`config.mk`:
```
export PLATFORM = sky130hd
export DESIGN_NAME = key_matrix_scan_debounce_flat
export DESIGN_NICKNAME = d
export VERILOG_FILES = /design/src/kmsd_pkg.sv /design/src/kmsd_if.sv /design/src/key_matrix_scan_debounce.sv /design/src/kmsd_csr.sv /design/src/kmsd_column_state.sv /design/src/flat_wrapper.sv
export SDC_FILE = /design/constraint.sdc
export NUM_CORES = 1
export LEC_CHECK = 0
export BUFFER_PORTS_ARGS = -buffer_cell sky130_fd_sc_hd__buf_2
export CAP_MARGIN = 20
export CORE_MARGIN = 4
export CORE_UTILIZATION = 56
export DETAILED_ROUTE_END_ITERATION = 10
export GPL_ROUTABILITY_DRIVEN = 0
export HOLD_SLACK_MARGIN = 0.15
export PLACE_DENSITY_LB_ADDON = 0.1
export REMOVE_ABC_BUFFERS = 1
export SLEW_MARGIN = 20
export SYNTH_ARGS = -nofsm -noshare
export SYNTH_HDL_FRONTEND = slang
export SYNTH_SLANG_ARGS = --single-unit
```
`constraint.sdc`:
```
create_clock -name clock -period 3.8 [get_ports clock]
set_input_delay 0.76 -clock clock [delete_from_list [all_inputs] [get_ports clock]]
set_output_delay 0.76 -clock clock [all_outputs]
set_load 0.02 [all_outputs]
```
`src/kmsd_pkg.sv`:
```
// ----------------------------------------------------------------------------
// Key matrix scan debounce package
// Shared widths, constants, register indexes and struct types of the
// key matrix scanner.
// ----------------------------------------------------------------------------
`timescale 1ns / 1ps

package kmsd_pkg;

   // Fixed field widths.
   localparam int ROW_W      = 8;
   localparam int COLUMN_W   = 4;
   localparam int DRIVE_W    = 9;
   localparam int COUNT_W    = 8;
   localparam int CSR_DATA_W = 8;
   localparam int CSR_INDEX_W = 2;

   // Parameter defaults for the top level.
   localparam int DEF_NUM_COLUMNS = 9;
   localparam int DEF_NUM_ROWS    = 8;

   // Match count saturation point.
   localparam logic [COUNT_W-1:0] COUNT_LIMIT = 8'hF0;

   // Reset values.
   localparam logic [ROW_W-1:0]    ROWS_RELEASED     = 8'hFF;
   localparam logic [COUNT_W-1:0]  KEY_CONFIRM_RST   = 8'd1;
   localparam logic [COUNT_W-1:0]  PANEL_CONFIRM_RST = 8'd7;
   localparam logic [COLUMN_W-1:0] PANEL_FIRST_RST   = 4'd7;

   // Configuration register indexes.
   typedef enum logic [CSR_INDEX_W-1:0] {
      CSR_KEY_CONFIRM   = 2'd0,
      CSR_PANEL_CONFIRM = 2'd1,
      CSR_PANEL_FIRST   = 2'd2
   } csr_index_type;

   // Configuration values seen by the datapath.
   typedef struct packed {
      logic [COUNT_W-1:0]  key_confirm_count;
      logic [COUNT_W-1:0]  panel_confirm_count;
      logic [COLUMN_W-1:0] panel_first_column;
   } cfg_type;

   // One sample in the input register.
   typedef struct packed {
      logic [COLUMN_W-1:0] column;
      logic [ROW_W-1:0]    rows;
   } item_type;

   // One result as loaded into the output register.
   typedef struct packed {
      logic [COLUMN_W-1:0] scanned_column;
      logic [ROW_W-1:0]    debounced_rows;
      logic                committed;
      logic [DRIVE_W-1:0]  next_column_drive;
      logic                end_of_scan;
   } result_type;

endpackage

```
`src/kmsd_if.sv`:
```
// ----------------------------------------------------------------------------
// Key matrix scan debounce channel interfaces
// Valid/ready channels for row samples and for scan results.
// ----------------------------------------------------------------------------
`timescale 1ns / 1ps

interface kmsd_req_if;
   logic                       valid;
   logic                       ready;
   logic [kmsd_pkg::ROW_W-1:0] row_sample;

   modport source (output valid, output row_sample, input ready);
   modport sink   (input valid, input row_sample, output ready);
endinterface

interface kmsd_rsp_if;
   logic                          valid;
   logic                          ready;
   logic [kmsd_pkg::COLUMN_W-1:0] scanned_column;
   logic [kmsd_pkg::ROW_W-1:0]    debounced_rows;
   logic                          committed;
   logic [kmsd_pkg::DRIVE_W-1:0]  next_column_drive;
   logic                          end_of_scan;

   modport source (
      output valid, output scanned_column, output debounced_rows,
      output committed, output next_column_drive, output end_of_scan,
      input ready
   );
   modport sink (
      input valid, input scanned_column, input debounced_rows,
      input committed, input next_column_drive, input end_of_scan,
      output ready
   );
endinterface

```
`src/key_matrix_scan_debounce.sv`:
```
// ----------------------------------------------------------------------------
// Key matrix scan debounce
// Scans a key matrix one column per row sample and debounces each column.
// ----------------------------------------------------------------------------
// Usage:
// Each transaction on req_chan carries the row byte sampled for the column
// currently selected; columns are visited 0 to NUM_COLUMNS-1 and then wrap.
// Each accepted sample yields exactly one transaction on rsp_chan with the
// column index, its debounced row byte, a commit flag, the active-low drive
// for the next column and an end-of-pass flag.
// A sample enters an input register, is debounced against its column entry
// and lands in the output register; while the output register holds an
// untaken result, the sample waits in the input register.
// One sample per cycle is sustained while rsp_chan.ready stays high; the rate
// is set by the read-modify-write of the column entry.
// Reset clears both registers, sets every column to released (0xFF) with a
// zero match count, restarts the scan at column 0 and loads the default
// thresholds. When rsp_chan.ready is low the output register holds its
// transaction and the input register still takes one more sample before
// req_chan.ready drops. Configuration is written through the csr_ port.
// ----------------------------------------------------------------------------
`timescale 1ns / 1ps

module key_matrix_scan_debounce #(
   parameter int NUM_COLUMNS = kmsd_pkg::DEF_NUM_COLUMNS,
   parameter int NUM_ROWS    = kmsd_pkg::DEF_NUM_ROWS
) (
   input  logic                             clock,
   input  logic                             reset,
   kmsd_req_if.sink                         req_chan,
   kmsd_rsp_if.source                       rsp_chan,
   input  logic                             csr_wr_en,
   input  logic [kmsd_pkg::CSR_INDEX_W-1:0] csr_index,
   input  logic [kmsd_pkg::CSR_DATA_W-1:0]  csr_wdata
);
   import kmsd_pkg::*;

   localparam logic [ROW_W-1:0]    UNUSED_ROWS = ROW_W'(8'hFF << NUM_ROWS);
   localparam logic [COLUMN_W-1:0] LAST_COLUMN = COLUMN_W'(NUM_COLUMNS - 1);

   cfg_type             cfg;
   item_type            item_ff;
   item_type            item_in;
   logic                item_valid_ff;
   logic                item_valid_in;
   result_type          result;
   result_type          result_ff;
   result_type          result_in;
   logic                result_valid_ff;
   logic                result_valid_in;
   logic [COLUMN_W-1:0] column_ptr_ff;
   logic [COLUMN_W-1:0] column_ptr_in;
   logic                req_take;
   logic                advance;

   kmsd_csr u_csr (
      .clock     (clock),
      .reset     (reset),
      .csr_wr_en (csr_wr_en),
      .csr_index (csr_index),
      .csr_wdata (csr_wdata),
      .cfg       (cfg)
   );

   kmsd_column_state #(
      .NUM_COLUMNS (NUM_COLUMNS)
   ) u_column_state (
      .clock  (clock),
      .reset  (reset),
      .cfg    (cfg),
      .update (advance),
      .item   (item_ff),
      .result (result)
   );

   // Handshake and pipeline movement.
   assign advance        = item_valid_ff && (!result_valid_ff || rsp_chan.ready);
   assign req_chan.ready = !item_valid_ff || advance;
   assign req_take       = req_chan.valid && req_chan.ready;

   // Input register: tag the sample with its column and force unused rows high.
   always_comb begin
      item_in        = item_ff;
      item_valid_in  = item_valid_ff && !advance;
      column_ptr_in  = column_ptr_ff;
      if (req_take) begin
         item_in.column = column_ptr_ff;
         item_in.rows   = req_chan.row_sample | UNUSED_ROWS;
         item_valid_in  = 1'b1;
         column_ptr_in  = (column_ptr_ff == LAST_COLUMN) ? '0 : column_ptr_ff + 1'b1;
      end
   end

   // Output register holds a result until the receiver takes it.
   always_comb begin
      result_in       = result_ff;
      result_valid_in = result_valid_ff && !rsp_chan.ready;
      if (advance) begin
         result_in       = result;
         result_valid_in = 1'b1;
      end
   end

   always_ff @(posedge clock) begin
      if (reset) begin
         item_valid_ff   <= 1'b0;
         result_valid_ff <= 1'b0;
         column_ptr_ff   <= '0;
      end else begin
         item_valid_ff   <= item_valid_in;
         result_valid_ff <= result_valid_in;
         column_ptr_ff   <= column_ptr_in;
      end
   end

   always_ff @(posedge clock) begin
      item_ff   <= item_in;
      result_ff <= result_in;
   end

   assign rsp_chan.valid             = result_valid_ff;
   assign rsp_chan.scanned_column    = result_ff.scanned_column;
   assign rsp_chan.debounced_rows    = result_ff.debounced_rows;
   assign rsp_chan.committed         = result_ff.committed;
   assign rsp_chan.next_column_drive = result_ff.next_column_drive;
   assign rsp_chan.end_of_scan       = result_ff.end_of_scan;

`ifndef SYNTH
   // The pipeline is empty right after reset.
   a_empty_after_reset: assert property (@(posedge clock)
      $past(reset) |-> !rsp_chan.valid && req_chan.ready)
      else $error("result pending right after reset");

   // Input back-pressure only when both registers are full and stalled.
   a_ready_low_only_when_full: assert property (@(posedge clock) disable iff (reset)
      !req_chan.ready |-> item_valid_ff && result_valid_ff && !rsp_chan.ready)
      else $error("input stalled while the pipeline could move");

   // A committed byte has every unused row released.
   a_commit_unused_rows: assert property (@(posedge clock) disable iff (reset)
      rsp_chan.valid && rsp_chan.committed |->
         ((rsp_chan.debounced_rows & UNUSED_ROWS) == UNUSED_ROWS))
      else $error("committed byte drives an unused row");

   // At most one column is driven at a time.
   a_drive_onehot: assert property (@(posedge clock) disable iff (reset)
      rsp_chan.valid |-> $countones(~rsp_chan.next_column_drive) <= 1)
      else $error("more than one column driven");
`endif

endmodule

```
`src/kmsd_csr.sv`:
```
// ----------------------------------------------------------------------------
// Key matrix scan debounce configuration registers
// Holds the two confirm thresholds and the first panel column.
// ----------------------------------------------------------------------------
`timescale 1ns / 1ps

module kmsd_csr (
   input  logic                                clock,
   input  logic                                reset,
   input  logic                                csr_wr_en,
   input  logic [kmsd_pkg::CSR_INDEX_W-1:0]    csr_index,
   input  logic [kmsd_pkg::CSR_DATA_W-1:0]     csr_wdata,
   output kmsd_pkg::cfg_type                   cfg
);
   import kmsd_pkg::*;

   cfg_type cfg_ff;
   cfg_type cfg_in;

   // Decode the register index; writes beyond the list are dropped.
   always_comb begin
      cfg_in = cfg_ff;
      if (csr_wr_en) begin
         case (csr_index_type'(csr_index))
            CSR_KEY_CONFIRM:   cfg_in.key_confirm_count   = csr_wdata;
            CSR_PANEL_CONFIRM: cfg_in.panel_confirm_count = csr_wdata;
            CSR_PANEL_FIRST:   cfg_in.panel_first_column  = csr_wdata[COLUMN_W-1:0];
            default:           cfg_in = cfg_ff;
         endcase
      end
   end

   always_ff @(posedge clock) begin
      if (reset) begin
         cfg_ff.key_confirm_count   <= KEY_CONFIRM_RST;
         cfg_ff.panel_confirm_count <= PANEL_CONFIRM_RST;
         cfg_ff.panel_first_column  <= PANEL_FIRST_RST;
      end else begin
         cfg_ff <= cfg_in;
      end
   end

   assign cfg = cfg_ff;

endmodule

```
`src/kmsd_column_state.sv`:
```
// ----------------------------------------------------------------------------
// Key matrix scan debounce column state
// Per-column pending byte, match count and debounced byte, with the
// debounce update and result formation.
// ----------------------------------------------------------------------------
`timescale 1ns / 1ps

module kmsd_column_state #(
   parameter int NUM_COLUMNS = kmsd_pkg::DEF_NUM_COLUMNS
) (
   input  logic                   clock,
   input  logic                   reset,
   input  kmsd_pkg::cfg_type      cfg,
   input  logic                   update,
   input  kmsd_pkg::item_type     item,
   output kmsd_pkg::result_type   result
);
   import kmsd_pkg::*;

   localparam int IDX_W = (NUM_COLUMNS > 1) ? $clog2(NUM_COLUMNS) : 1;
   localparam logic [COLUMN_W-1:0] LAST_COLUMN = COLUMN_W'(NUM_COLUMNS - 1);

   logic [ROW_W-1:0]   debounced_ff [NUM_COLUMNS];
   logic [ROW_W-1:0]   pending_ff   [NUM_COLUMNS];
   logic [COUNT_W-1:0] count_ff     [NUM_COLUMNS];

   logic [IDX_W-1:0]    idx;
   logic [ROW_W-1:0]    pending_rd;
   logic [COUNT_W-1:0]  count_rd;
   logic [ROW_W-1:0]    debounced_rd;
   logic [COUNT_W-1:0]  threshold;
   logic                match;
   logic                commit;
   logic [COUNT_W-1:0]  count_new;
   logic [COLUMN_W-1:0] next_column;

   assign idx          = item.column[IDX_W-1:0];
   assign pending_rd   = pending_ff[idx];
   assign count_rd     = count_ff[idx];
   assign debounced_rd = debounced_ff[idx];

   // Panel columns use their own threshold.
   assign threshold = (item.column >= cfg.panel_first_column) ? cfg.panel_confirm_count
                                                              : cfg.key_confirm_count;

   // A matching sample raises the saturating count; the prior count decides a commit.
   assign match     = (item.rows == pending_rd);
   assign commit    = match && (count_rd == threshold);
   assign count_new = !match ? '0 :
                      (count_rd < COUNT_LIMIT) ? count_rd + 1'b1 : count_rd;

   // Column state is written when the sample moves to the output register.
   always_ff @(posedge clock) begin
      if (reset) begin
         for (int i = 0; i < NUM_COLUMNS; i++) begin
            debounced_ff[i] <= ROWS_RELEASED;
            pending_ff[i]   <= ROWS_RELEASED;
            count_ff[i]     <= '0;
         end
      end else if (update) begin
         pending_ff[idx] <= item.rows;
         count_ff[idx]   <= count_new;
         if (commit) begin
            debounced_ff[idx] <= item.rows;
         end
      end
   end

   // Next column wraps to zero after the last one.
   assign next_column = (item.column == LAST_COLUMN) ? '0 : item.column + 1'b1;

   always_comb begin
      result.scanned_column = item.column;
      result.debounced_rows = commit ? item.rows : debounced_rd;
      result.committed      = commit;
      result.end_of_scan    = (item.column == LAST_COLUMN);
      if (next_column < COLUMN_W'(DRIVE_W)) begin
         result.next_column_drive = ~(DRIVE_W'(1) << next_column);
      end else begin
         result.next_column_drive = '1;
      end
   end

endmodule

```
`src/flat_wrapper.sv`:
```
// flat-port wrapper written by rule: the top's interface ports become plain ports
module key_matrix_scan_debounce_flat import kmsd_pkg::*;
#(
   parameter int NUM_COLUMNS = kmsd_pkg::DEF_NUM_COLUMNS,
   parameter int NUM_ROWS    = kmsd_pkg::DEF_NUM_ROWS
)
  (clock, reset, csr_wr_en, csr_index, csr_wdata, req_chan_valid, req_chan_row_sample, req_chan_ready, rsp_chan_valid, rsp_chan_scanned_column, rsp_chan_debounced_rows, rsp_chan_committed, rsp_chan_next_column_drive, rsp_chan_end_of_scan, rsp_chan_ready);
  kmsd_req_if req_chan_i ();
  kmsd_rsp_if rsp_chan_i ();
  input  logic clock;
  input  logic reset;
  input  logic csr_wr_en;
  input  logic [kmsd_pkg::CSR_INDEX_W-1:0] csr_index;
  input  logic [kmsd_pkg::CSR_DATA_W-1:0] csr_wdata;
  input wire logic [$bits(req_chan_i.valid)-1:0] req_chan_valid;
  input wire logic [$bits(req_chan_i.row_sample)-1:0] req_chan_row_sample;
  output wire logic [$bits(req_chan_i.ready)-1:0] req_chan_ready;
  output wire logic [$bits(rsp_chan_i.valid)-1:0] rsp_chan_valid;
  output wire logic [$bits(rsp_chan_i.scanned_column)-1:0] rsp_chan_scanned_column;
  output wire logic [$bits(rsp_chan_i.debounced_rows)-1:0] rsp_chan_debounced_rows;
  output wire logic [$bits(rsp_chan_i.committed)-1:0] rsp_chan_committed;
  output wire logic [$bits(rsp_chan_i.next_column_drive)-1:0] rsp_chan_next_column_drive;
  output wire logic [$bits(rsp_chan_i.end_of_scan)-1:0] rsp_chan_end_of_scan;
  input wire logic [$bits(rsp_chan_i.ready)-1:0] rsp_chan_ready;
  assign req_chan_i.valid = req_chan_valid;
  assign req_chan_i.row_sample = req_chan_row_sample;
  assign req_chan_ready = req_chan_i.ready;
  assign rsp_chan_valid = rsp_chan_i.valid;
  assign rsp_chan_scanned_column = rsp_chan_i.scanned_column;
  assign rsp_chan_debounced_rows = rsp_chan_i.debounced_rows;
  assign rsp_chan_committed = rsp_chan_i.committed;
  assign rsp_chan_next_column_drive = rsp_chan_i.next_column_drive;
  assign rsp_chan_end_of_scan = rsp_chan_i.end_of_scan;
  assign rsp_chan_i.ready = rsp_chan_ready;
  key_matrix_scan_debounce #(.NUM_COLUMNS(NUM_COLUMNS), .NUM_ROWS(NUM_ROWS)) u_core (.clock(clock), .reset(reset), .req_chan(req_chan_i), .rsp_chan(rsp_chan_i), .csr_wr_en(csr_wr_en), .csr_index(csr_index), .csr_wdata(csr_wdata));
endmodule
```
=== Yosys cells after proc, flatten, opt, wreduce, memory -nomap -nowiden ===
Memory sizes are Yosys's and may differ from the RTL's. A register that Yosys moved wholly into a read port is not among the register bits.
Index checks and enable logic that the tools add are counted.

* Flip-flop bits (word level): 61
* Output and inout port bits: 25
* Memories: 3
* Memory bits (writable): 216

{| class="wikitable"
|+ Memories
! name !! depth !! bits a word !! read ports !! clocked after Yosys merged registers in !! write ports !! line !! RTL
|-
| u_core.u_column_state.count_ff || 9 || 8 || 1 || 1 || 9 || kmsd_column_state.sv:25 || <nowiki>logic [COUNT_W-1:0] count_ff [NUM_COLUMNS];</nowiki>
|-
| u_core.u_column_state.debounced_ff || 9 || 8 || 1 || 1 || 9 || kmsd_column_state.sv:23 || <nowiki>logic [ROW_W-1:0] debounced_ff [NUM_COLUMNS];</nowiki>
|-
| u_core.u_column_state.pending_ff || 9 || 8 || 1 || 1 || 9 || kmsd_column_state.sv:24 || <nowiki>logic [ROW_W-1:0] pending_ff [NUM_COLUMNS];</nowiki>
|}

* Mux-type cells: 29
* Reduce and logical (&&, ||, !) cells: 18
* Bitwise logic cells: 1
* Shifts and indexed selects: 1
* Add/subtract/negate cells: 3
* Eq/ne operators: 6
* $lt $le $gt $ge: 3

{| class="wikitable"
|+ Operators by type and width
! kind !! count
|-
| $mux 8 || 7
|-
| $mux 4 || 8
|-
| $reduce_or 8->1 || 3
|-
| $eq 8x8->1 || 2
|-
| $mux 1 || 14
|-
| $not 9->9 || 1
|-
| $shl 1x4->9 const A || 1
|-
| $add 4x1->4 const B || 2
|-
| $add 8x1->8 const B || 1
|-
| $eq 4x4->1 const B || 2
|-
| $lt 8x8->1 const B || 1
|-
| $reduce_and 2->1 || 3
|-
| $logic_and 1x1->1 || 5
|-
| $ge 4x4->1 || 1
|-
| $logic_not 1->1 || 4
|-
| $lt 4x4->1 const B || 1
|-
| $eq 2x1->1 const B || 1
|-
| $eq 2x2->1 const B || 1
|-
| $logic_not 2->1 || 1
|-
| $logic_or 1x1->1 || 2
|}

=== Logic depth before layout (Yosys ltp) ===
* Word-level depth: 10
* Gate-level depth with buffers: 15
* Mapped depth without buffers: 10

=== Hierarchy ===
Synthesis repeated with hierarchy kept, for this count alone.

* Cell total of the unflattened synthesis: 1149
* Area total of the unflattened synthesis: 19095.8 um^2

{| class="wikitable"
|+ Modules (own cells, without submodules)
! module !! area an instance (um^2) !! cells an instance !! times used
|-
| kmsd_column_state || 16917.5 || 998 || 1
|-
| key_matrix_scan_debounce || 1356.3 || 72 || 1
|-
| kmsd_csr || 822.0 || 79 || 1
|}

=== Worst setup path after synthesis ===
No wires, ideal clock.

* Path type: input to register
* Start: input port rsp_chan_ready
* End: memory u_core.u_column_state.count_ff[13][0] (enable)
* Stages: 6
* Path slack: 0.012 ns
* Buffers on the path: 1
* Data arrival time: 3.399 ns
* Path through: nor2b_1 > nor2b_1 > nor2b_1 > clkbuf_1 > nand2_1 > nor2_1

{| class="wikitable"
|+ RTL lines
! element !! line !! RTL
|-
| start, declared || flat_wrapper.sv:24 || <nowiki>input wire logic [$bits(rsp_chan_i.ready)-1:0] rsp_chan_ready;</nowiki>
|-
| end, declared || kmsd_column_state.sv:25 ||
|}

==> results.py <==
metrics = {
    "sta": {
        "skew_ns": 0.0177,
        "fin_setup_tns_ns": 0,
        "min_period_ns": 3.56,
        "max_freq_mhz": 281,
        "finalCritPeriodShare_pct": 93.7,
        "setup_viol_count_final": 0,
        "relSlewSlack_pct": 56.1,
        "worst_pin_slew_ns": 0.658,
        "slew_viol_final": 0,
        "holdWs_ns": 0.376,
        "hold_viol": 0,
        "rsz0062_at_grt": "false",
    },
    "min_path": {
        "hold_class": "in -> reg",
        "hold_path_depth": 1,
    },
    "clocking": {
        "path_clk_slew_ns": 0.06,
        "cts_sinks": 449,
        "cts_inserted_buffers": 46,
        "htree_levels": 2,
        "cts_root_buffer": "clkbuf_16",
        "cts_buffer_depth": 3,
        "cts_hold_buf": 0,
        "cts_tree": "done",
        "clk_latency_ns": 0.56,
    },
    "place": {
        "hpwlAfterDp_um": 28700,
        "port_buffers": 47,
    },
    "floorplan": {
        "die_area_mm2": 0.0375,
        "die_x_um": 194,
        "die_h_um": 194,
        "io_pins": 48,
        "coreArea_mm2": 0.0338,
        "start_util_pct": 57.2,
        "fp-row-count": 67,
    },
    "yosys": {
        "synth_common_cells": "edfxtp_1, nor2_1, mux4_2",
        "synth_top_area_share_pct": 65.1,
        "yosysUniqueCellTypes": 41,
        "syn_avg_cell_area_um2": 16.2,
        "ys.flop_type": "edfxtp_1",
        "netlist_area_mm2": 0.0193,
        "synth_warnings": 0,
        "synth_top_area_cell": "edfxtp_1",
        "synth_cells": 1190,
        "synthMostInstantiatedCell": "edfxtp_1",
        "ys_seq_elements": 449,
        "synth_area_leaders": "edfxtp_1, mux4_2, dfxtp_1",
        "ys_async_sr_fraction_pct": 0,
        "ys_seq_area_share_pct": 68.2,
        "synth-edff-count": 419,
    },
    "global_route": {
        "grt.overflow.total": 0,
        "grt_pass1_wl_um": 68700,
        "grt_use_total_pct": 24.0,
        "grt_pass1_vias": 10865,
        "antenna_found_initial": 1,
        "grt_max_degree": 98,
    },
    "pwr": {
        "p_total_w": 0.0106,
        "p_per_area_mw_per_mm2": 481,
        "ir_worst_vdd_mv": 0.440,
        "cellLeakagePower_nw": 6.85,
    },
    "critical_path": {
        "worstPathRequired_ns": 4.05,
        "critical_path_class": "reg -> reg",
        "worstPathMaxFanout": 13,
        "crit_path_end_kind": "register",
        "start_kind": "register",
        "reg2reg_depth": 7,
        "cp_data_arrival_time_ns": 3.81,
    },
    "layout": {
        "final_util_pct": 65.0,
        "area_growth_pct": 13.7,
        "final_nets": 1324,
        "layout-drive-gt1-share_pct": 30.5,
        "num_antenna_cells": 0,
    },
    "routing": {
        "vias_per_cell": 6.01,
        "drc": 0,
        "initialDrtViolationCount": 925,
        "ant_nets": 0,
        "drt_pass1_iterations": 5,
        "vias": 10670,
        "drt_wl_total_um": 44800,
        "wire_per_inst_um": 25.2,
    },
    "flow_run": {
        "cap_violations": 0,
    },
    "outcome": {
        "status": "finished clean",
    },
}
==> layout by cell type (no fill, tap or decap), types with 3 or more instances in the layout <==
cell type and n:
edfxtp_1 419, mux2i_2 3, mux4_2 101, o21ai_1 3, ha_1 11, o21ai_0 11
buf_2 47, xnor2_1 16, mux2_1 8, clkinv_2 10, nand2_1 37, nor3_1 11
dfxtp_4 3, nor2b_1 7, nor2_1 115, a22oi_1 7, nand3_1 14, o21ai_2 3
dfxtp_1 27, o21bai_1 9, mux2_2 9, clkbuf_16 49, mux2i_1 45, or2_2 73
buf_4 87, clkinv_1 9, and2_1 3, or4_1 4, inv_1 24, a21oi_1 10
nand2b_1 15, clkinv_4 4, buf_12 6, clkbuf_1 7, or3_1 74, a211o_1 5
xor2_1 19
==> kinds of logic (layout without fill, tap and decap cells) <==
family	count (synthesis)	in the layout	share of synthesized area, %
fa+ha+maj	11	11	0.712
mux	166	166	15.3
buf+inv	112	249	2.75
simple gates	364	364	9.74
xor+xnor	35	35	1.59
compound gates	53	53	1.73
flops	449	449	68.2
==> registers in the layout, summed over array words and instances (netlist names), 8 cells and up, named ones only <==
signal                              cells
u_core.item_ff                         12
u_core.u_csr.cfg                       20
u_core.u_column_state.debounced_ff    128
u_core.rsp_chan.debounced_rows          8
u_core.u_column_state.count_ff        128
u_core.u_column_state.pending_ff      128
u_core.rsp_chan.next_column_drive       9
==> repair_timing <==
item,4_1_cts,5_1_grt
setup buffers,0,7
resized for setup,0,10
setup endpoints to repair,0,229
==> final timing paths <==
kind,start,to,slack (ns)
hold / removal,req_chan_row_sample[1],u_core.item_ff[1],0.38
setup / recovery,register,u_core.u_column_state.count_ff[12][6],0.24
setup reg to reg,register,u_core.u_column_state.count_ff[12][6],0.24
hold reg to reg,u_core.u_csr.cfg[6],u_core.u_csr.cfg[6],0.46
==> worst max-delay path, cell delays in order, from the launching register on <==
cell and delay [ns]:
dfxtp_1 0.69, inv_1 0.42, mux2i_1 0.49, buf_4 0.21, nand3_1 0.14, or4b_2 0.66
nand3_1 0.41, inv_1 0.22
==> metrics by stage <==
step / cell area (um2) / std cells / setup slack, ns
after CTS: 21900 / 1768 / 0.0427
after global routing: 22000 / 1775 / 0.0360
after floorplan: 18900 / 1102 / -3.60
final: 22000 / 1775 / 0.239
after global placement: 20400 / 1683 / 0.0604
after detailed placement: 20400 / 1683 / 0.0781
==> metal layers <==
metal  GRT usage, %  up-vias  routed length, um  part of all wire [%]
li1               -     4723                  -                     -
met3           4.43       64               3070                   6.8
met1           35.4     5498              19300                    43
met2           38.1      385              21400                    48
met4           5.77        0                948                   2.1
met5              0        -                  0                     0
==> cell type report <==
class / instances / area, um2
clock buffers: 57 / 1270
clock inverters: 28 / 203
fillers: 2386 / 11800
inverters: 24 / 90.1
multi-input cells: 629 / 5640
flip-flops and latches: 449 / 13200
well taps: 448 / 561
repair buffers: 140 / 1010
==> where the power goes <==
part	switching [W]	total [W]	internal (W)	leakage (nW)
Combinational	0.000406	0.000699	0.000292	2.24
Clock	0.00185	0.00436	0.00251	0.722
Sequential	0.0000511	0.00550	0.00545	3.89
Total	0.00231	0.0106	0.00825	6.85
Note: power is estimated with default switching activity, not from simulation.
